[config.mk]
export PLATFORM = sky130hd
export DESIGN_NAME = throttle_scaled_torque_map_top
export DESIGN_NICKNAME = d
export VERILOG_FILES = /design/src/hw/rtl/tstm_pkg.sv /design/src/hw/rtl/throttle_scaled_torque_map_top.sv
export SDC_FILE = /design/constraint.sdc
export NUM_CORES = 2
export LEC_CHECK = 0
export BUFFER_PORTS_ARGS = -buffer_cell sky130_fd_sc_hd__clkbuf_2
export CORE_MARGIN = 2
export CORE_UTILIZATION = 55
export DETAILED_ROUTE_END_ITERATION = 8
export PLACE_DENSITY_LB_ADDON = 0.12
export SETUP_SLACK_MARGIN = 0.4
export SLEW_MARGIN = 20
export SYNTH_ARGS = -nofsm -noshare
export SYNTH_HDL_FRONTEND = slang
export SYNTH_SLANG_ARGS = --single-unit
export TNS_END_PERCENT = 1
[constraint.sdc]
create_clock -name clk -period 24.5 [get_ports clk]
set_input_delay 1.225 -clock clk [delete_from_list [all_inputs] [get_ports clk]]
set_output_delay 1.225 -clock clk [all_outputs]
set_load 0.01 [all_outputs]
[src/hw/rtl/tstm_pkg.sv]
package tstm_pkg;

  localparam int NUM_BREAKPOINTS = 8;
  localparam int BP_SPACING      = 1000;
  localparam int SPEED_TOP       = (NUM_BREAKPOINTS - 1) * BP_SPACING;

  localparam int SPD_W    = 15;
  localparam int THR_W    = 15;
  localparam int THR_FULL = 16384;
  localparam int SEG_W    = 5;
  localparam int REM_W    = 11;
  localparam int FRAC_W   = 10;
  localparam int NM_W     = 11;
  localparam int DIFF_W   = NM_W + 1;
  localparam int FD_W     = FRAC_W + 1 + DIFF_W;
  localparam int TQ_W     = 21;
  localparam int PROD_W   = 35;
  localparam int TOTAL_W  = 19;
  localparam int CORNER_W = 17;

  // Speed segment by reciprocal multiply; the estimate is exact or one low.
  localparam int RECIP_SEG    = 1048;
  localparam int RECIP_SEG_SH = 20;
  localparam int SEGM_W       = SPD_W + 11;

  // Divide by 64000 as a shift by 9 and a divide by 125.
  localparam int DIV_PRE_SH   = 9;
  localparam int X_W          = PROD_W - DIV_PRE_SH;
  localparam int DIV_POST     = 125;
  localparam int RECIP_DIV    = 68719476;
  localparam int RECIP_DIV_SH = 33;
  localparam int RECIP_DIV_W  = 27;
  localparam int QM_W         = X_W + RECIP_DIV_W;

  localparam int NUM_STAGES = 8;

  function automatic logic [NM_W-1:0] wot_nm(input logic [SEG_W-1:0] idx);
    logic [NM_W-1:0] v;
    unique case (idx)
      5'd0:    v = NM_W'(200);
      5'd1:    v = NM_W'(600);
      5'd2:    v = NM_W'(900);
      5'd3:    v = NM_W'(1050);
      5'd4:    v = NM_W'(1100);
      5'd5:    v = NM_W'(1050);
      5'd6:    v = NM_W'(900);
      default: v = NM_W'(600);
    endcase
    return v;
  endfunction

endpackage

[src/hw/rtl/throttle_scaled_torque_map_top.sv]
// Valid: start shifts through the stage valid bits alongside the data; out_valid is the last bit.
// Throughput: one item per cycle; busy is always low, as the eight-stage
// pipeline has no feedback and the receiver cannot stall.
// Reset: synchronous active-low rst_n clears the stage valid bits only.
module throttle_scaled_torque_map_top (
  input  logic                          clk,
  input  logic                          rst_n,
  input  logic                          start,
  output logic                          busy,
  input  logic signed [15:0]            in_engine_speed,
  input  logic signed [15:0]            in_throttle_demand,
  output logic                          out_valid,
  output logic [tstm_pkg::TOTAL_W-1:0]  out_total_torque,
  output logic [tstm_pkg::CORNER_W-1:0] out_corner_torque
);

  logic [tstm_pkg::NUM_STAGES-1:0] vld_r;

  logic [tstm_pkg::SPD_W-1:0]   s1_spd_r, s2_spd_r;
  logic [tstm_pkg::THR_W-1:0]   s1_thr_r, s2_thr_r, s3_thr_r, s4_thr_r, s5_thr_r;
  logic [tstm_pkg::SEG_W-1:0]   s2_qe_r, s3_seg_r;
  logic [tstm_pkg::FRAC_W-1:0]  s3_frac_r;
  logic [tstm_pkg::TQ_W-1:0]    s4_lom_r, s5_tq_r;
  logic signed [tstm_pkg::FD_W-1:0] s4_fd_r;
  logic [tstm_pkg::PROD_W-1:0]  s6_prod_r;
  logic [tstm_pkg::X_W-1:0]     s7_x_r;
  logic [tstm_pkg::TOTAL_W-1:0] s7_qe_r, total_r;

  logic [tstm_pkg::SPD_W-1:0]   spd_nxt;
  logic [tstm_pkg::THR_W-1:0]   thr_nxt;
  logic [tstm_pkg::SEGM_W-1:0]  segm;
  logic [tstm_pkg::SPD_W-1:0]   segk;
  logic [tstm_pkg::REM_W-1:0]   rem;
  logic [tstm_pkg::SEG_W-1:0]   seg_nxt;
  logic [tstm_pkg::FRAC_W-1:0]  frac_nxt;
  logic [tstm_pkg::NM_W-1:0]    lo, hi;
  logic signed [tstm_pkg::DIFF_W-1:0] diff;
  logic signed [tstm_pkg::FD_W-1:0]   fd_nxt;
  logic signed [tstm_pkg::FD_W-1:0]   tq_sum;
  logic [tstm_pkg::X_W-1:0]     qk, xrem;
  logic [tstm_pkg::TOTAL_W-1:0] total_nxt;

  assign busy = 1'b0;

  always_comb begin
    if (in_engine_speed[15]) begin
      spd_nxt = '0;
    end else if (in_engine_speed[14:0] >= tstm_pkg::SPD_W'(tstm_pkg::SPEED_TOP)) begin
      spd_nxt = tstm_pkg::SPD_W'(tstm_pkg::SPEED_TOP);
    end else begin
      spd_nxt = in_engine_speed[14:0];
    end
    if (in_throttle_demand[15]) begin
      thr_nxt = '0;
    end else if (in_throttle_demand[14:0] > tstm_pkg::THR_W'(tstm_pkg::THR_FULL)) begin
      thr_nxt = tstm_pkg::THR_W'(tstm_pkg::THR_FULL);
    end else begin
      thr_nxt = in_throttle_demand[14:0];
    end
  end

  assign segm = tstm_pkg::SEGM_W'(s1_spd_r) * tstm_pkg::SEGM_W'(tstm_pkg::RECIP_SEG);

  always_comb begin
    segk = tstm_pkg::SPD_W'(s2_qe_r) * tstm_pkg::SPD_W'(tstm_pkg::BP_SPACING);
    rem  = tstm_pkg::REM_W'(s2_spd_r - segk);
    if (rem >= tstm_pkg::REM_W'(tstm_pkg::BP_SPACING)) begin
      seg_nxt  = s2_qe_r + 1'b1;
      frac_nxt = tstm_pkg::FRAC_W'(rem - tstm_pkg::REM_W'(tstm_pkg::BP_SPACING));
    end else begin
      seg_nxt  = s2_qe_r;
      frac_nxt = rem[tstm_pkg::FRAC_W-1:0];
    end
  end

  always_comb begin
    lo     = tstm_pkg::wot_nm(s3_seg_r);
    hi     = tstm_pkg::wot_nm(s3_seg_r + 1'b1);
    diff   = $signed({1'b0, hi}) - $signed({1'b0, lo});
    fd_nxt = $signed({1'b0, s3_frac_r}) * diff;
  end

  assign tq_sum = $signed({2'b00, s4_lom_r}) + s4_fd_r;

  always_comb begin
    qk   = tstm_pkg::X_W'(s7_qe_r) * tstm_pkg::X_W'(tstm_pkg::DIV_POST);
    xrem = s7_x_r - qk;
    if (xrem >= tstm_pkg::X_W'(tstm_pkg::DIV_POST)) begin
      total_nxt = s7_qe_r + 1'b1;
    end else begin
      total_nxt = s7_qe_r;
    end
  end

  always_ff @(posedge clk) begin
    if (!rst_n) begin
      vld_r <= '0;
    end else begin
      vld_r <= {vld_r[tstm_pkg::NUM_STAGES-2:0], start};
    end
  end

  always_ff @(posedge clk) begin
    s1_spd_r  <= spd_nxt;
    s1_thr_r  <= thr_nxt;
    s2_spd_r  <= s1_spd_r;
    s2_thr_r  <= s1_thr_r;
    s2_qe_r   <= segm[tstm_pkg::RECIP_SEG_SH +: tstm_pkg::SEG_W];
    s3_seg_r  <= seg_nxt;
    s3_frac_r <= frac_nxt;
    s3_thr_r  <= s2_thr_r;
    s4_lom_r  <= tstm_pkg::TQ_W'(lo) * tstm_pkg::TQ_W'(tstm_pkg::BP_SPACING);
    s4_fd_r   <= fd_nxt;
    s4_thr_r  <= s3_thr_r;
    s5_tq_r   <= tq_sum[tstm_pkg::TQ_W-1:0];
    s5_thr_r  <= s4_thr_r;
    s6_prod_r <= tstm_pkg::PROD_W'(s5_thr_r) * tstm_pkg::PROD_W'(s5_tq_r);
    s7_x_r    <= s6_prod_r[tstm_pkg::PROD_W-1:tstm_pkg::DIV_PRE_SH];
    s7_qe_r   <= tstm_pkg::TOTAL_W'(s6_prod_r[tstm_pkg::PROD_W-1:tstm_pkg::DIV_PRE_SH]
                   * tstm_pkg::QM_W'(tstm_pkg::RECIP_DIV) >> tstm_pkg::RECIP_DIV_SH);
    total_r   <= total_nxt;
  end

  assign out_valid         = vld_r[tstm_pkg::NUM_STAGES-1];
  assign out_total_torque  = total_r;
  assign out_corner_torque = total_r[tstm_pkg::TOTAL_W-1:2];

endmodule
==> impl_metrics.py <==
metrics = {
    "placed_design": {
        "gp_congestion": 0.8801,
        "numPortBuffers": 71,
        "pre_cts_slack_ns": 15.53,
        "dp.final_hpwl_um": 66110,
    },
    "floorplan": {
        "fp-row-count": 96,
        "die_h_um": 267.8,
        "die_x_um": 267.8,
        "start_util": 0.5572,
        "coreArea_um2": 68710,
        "die_area_um2": 71730,
        "io-pin-count": 73,
    },
    "critical_path": {
        "crit_arrival_ns": 9.50,
        "cp_common_cell": "fa_1",
        "crit_path_start": "s3_seg_r[3]",
        "critPathMaxStageDelay_ns": 0.69,
        "crit_path_start_kind": "register",
        "crit_type": "reg2reg",
        "crit_path_top_delay_cell": "xnor2_1",
        "worst-path-buf-inv": 3,
        "ff2ff_setup_slack_ns": 15.45,
        "critPathTopFamily": "adder cells",
        "worstPathMaxFanout": 10,
        "worst_setup_path_end_kind": "register",
        "r2r_start": "s3_seg_r[3]",
        "critical_path_required_ns": 24.95,
    },
    "global_route": {
        "grt_usage": 0.2393,
        "grt_max_degree": 21,
        "antenna_found_initial": 1,
        "grt_pass1_wl_um": 135300,
        "first_global_vias": 26550,
        "grt_overflow_total": 0,
    },
    "timing": {
        "rsz0062_at_grt": "false",
        "max_freq_ghz": 0.1105,
        "skew_ns": 0.01887,
        "slew_headroom": 0.2613,
        "holdWs_ns": 0.3188,
        "timing.final.crit_share": 0.3693,
        "hold_viol": 0,
        "setup_viol": 0,
        "tightestPinTransition_ns": 1.100,
        "finalCriticalPeriod_ns": 9.047,
        "slew_violations": 0,
        "setup_tns_ns": 0,
        "postLayoutSetupSlackWorst_ns": 15.45,
    },
    "logic_synthesis": {
        "ys_seq_elements": 276,
        "async_reset_ff_frac": 0,
        "ys.flop_type": "dfxtp_1",
        "synth_common_cells": "inv_1 (1017), fa_1 (651), ha_1 (618), dfxtp_1 (276), nand2_1 (265)",
        "avgSynthCellArea_um2": 9.665,
        "synthTopCellsByArea": "fa_1 (34%), ha_1 (20%), dfxtp_1 (14%)",
        "yosysUniqueCellTypes": 69,
        "yosysMostFrequentCell": "inv_1",
        "netlist_area_um2": 38280,
        "synth-edff-count": 0,
        "yosysSeqAreaShare": 0.1443,
        "yosysWarnings": 0,
        "yosysTopAreaCell": "fa_1",
        "synth_top_area_frac": 0.3404,
        "postSynthCellCount": 3961,
    },
    "cells_and_area": {
        "finalNetCount": 5296,
        "nFillCells": 6125,
        "area_growth_pct": 6.102,
        "drive_above_1_share": 0.03884,
        "fin_util": 0.5912,
    },
    "clock_network": {
        "cts_hold_buf": 0,
        "clkSinkCount": 276,
        "cts_buffers": 35,
        "clkTransAtPathRegs_ns": 0.06,
        "cts_htree_levels": 2,
        "clock-root-buffer": "clkbuf_16",
        "clk_path_buf_depth": 3,
        "cts_resized": 0,
        "post_cts.repair.setup_buffers": 0,
        "clk_latency_ns": 0.57,
        "cts_tree": "yes",
    },
    "routing": {
        "drt_iter0_markers": 1249,
        "route.antenna.remaining_nets": 0,
        "wirelength_um": 80330,
        "vias": 25200,
        "route.detailed.wl_per_inst_um": 16.23,
        "drt-vias-per-instance": 5.094,
        "first_pass_iters": 5,
        "drcViolationCount": 0,
    },
    "run": {
        "maxCapViolCount": 0,
    },
    "worst_hold_path": {
        "hold_path_class": "reg2reg",
        "min_from": "s3_thr_r[13]",
    },
    "run_status": {
        "status": "finished clean",
    },
}
## metal layers
| layer | share of wire | global-route usage | up-vias |
|---|---|---|---|
| met5 | 0 | 0 | - |
| met4 | 0.017 | 0.04847 | 0 |
| met3 | 0.038 | 0.02263 | 75 |
| met2 | 0.49 | 0.4122 | 403 |
| met1 | 0.46 | 0.3308 | 12560 |
| li1 | - | - | 12170 |
## stage by stage
step / std cells / cell area, um2
3_5_place_dp: 4886 / 39490
3_3_place_gp: 4886 / 39490
4_1_cts: 4947 / 40620
6_report: 4948 / 40620
5_1_grt: 4947 / 40620
2_1_floorplan: 3963 / 38290
## final cells by class
class,count,area [um2],area share
Tap cell,931,1165,0.02868
Sequential cell,276,5525,0.1360
Clock inverter,15,161.4,0.003974
Multi-Input combinational cell,2578,28530,0.7023
Clock buffer,46,967.2,0.02381
Antenna cell,1,2.502,0.00006161
Timing Repair Buffer,84,452.9,0.01115
Inverter,1017,3817,0.09398
## sequential cells by signal (all words and copies together), names as in the netlist, 17 cells and up
register          flops
out_total_torque     19
s4_lom_r             17
s7_qe_r              19
s6_prod_r            26
s7_x_r               26
s5_tq_r              20
s4_fd_r              20
## logic make-up after synthesis
logic type,Yosys count,synth area share
adders and majority gates,1269,0.5424
buffers and inverters,1109,0.1107
and+or+nand+nor,808,0.1080
AOI/OAI and AO/OA,348,0.05988
DFF,276,0.1443
xor gates and xnor gates,142,0.03249
muxes,8,0.002157
other,1,0.00009795
## path summary, 6_finish.rpt
path / to / depth (start not counted)
worst max register to register: s4_fd_r[19] / 30
worst min register to register: s4_thr_r[13] / 0
worst max-delay path: s4_fd_r[19] / 30
worst min-delay path: s4_thr_r[13] / 0
## placed cells by master, fill, tap and decap left out, types with 35 or more instances in the layout
cell,count
dfxtp_1,276
o21ai_0,65
clkbuf_16,35
nand2_1,265
a21oi_1,95
inv_1,1017
fa_1,651
xnor2_1,109
clkbuf_2,71
and2_1,235
ha_1,618
nor3_1,36
nor2_1,96
a21o_1,47
Power is left out: the tool's default activity adds up to more than one toggle a clock period on the data nets, which glitch-free logic cannot reach.
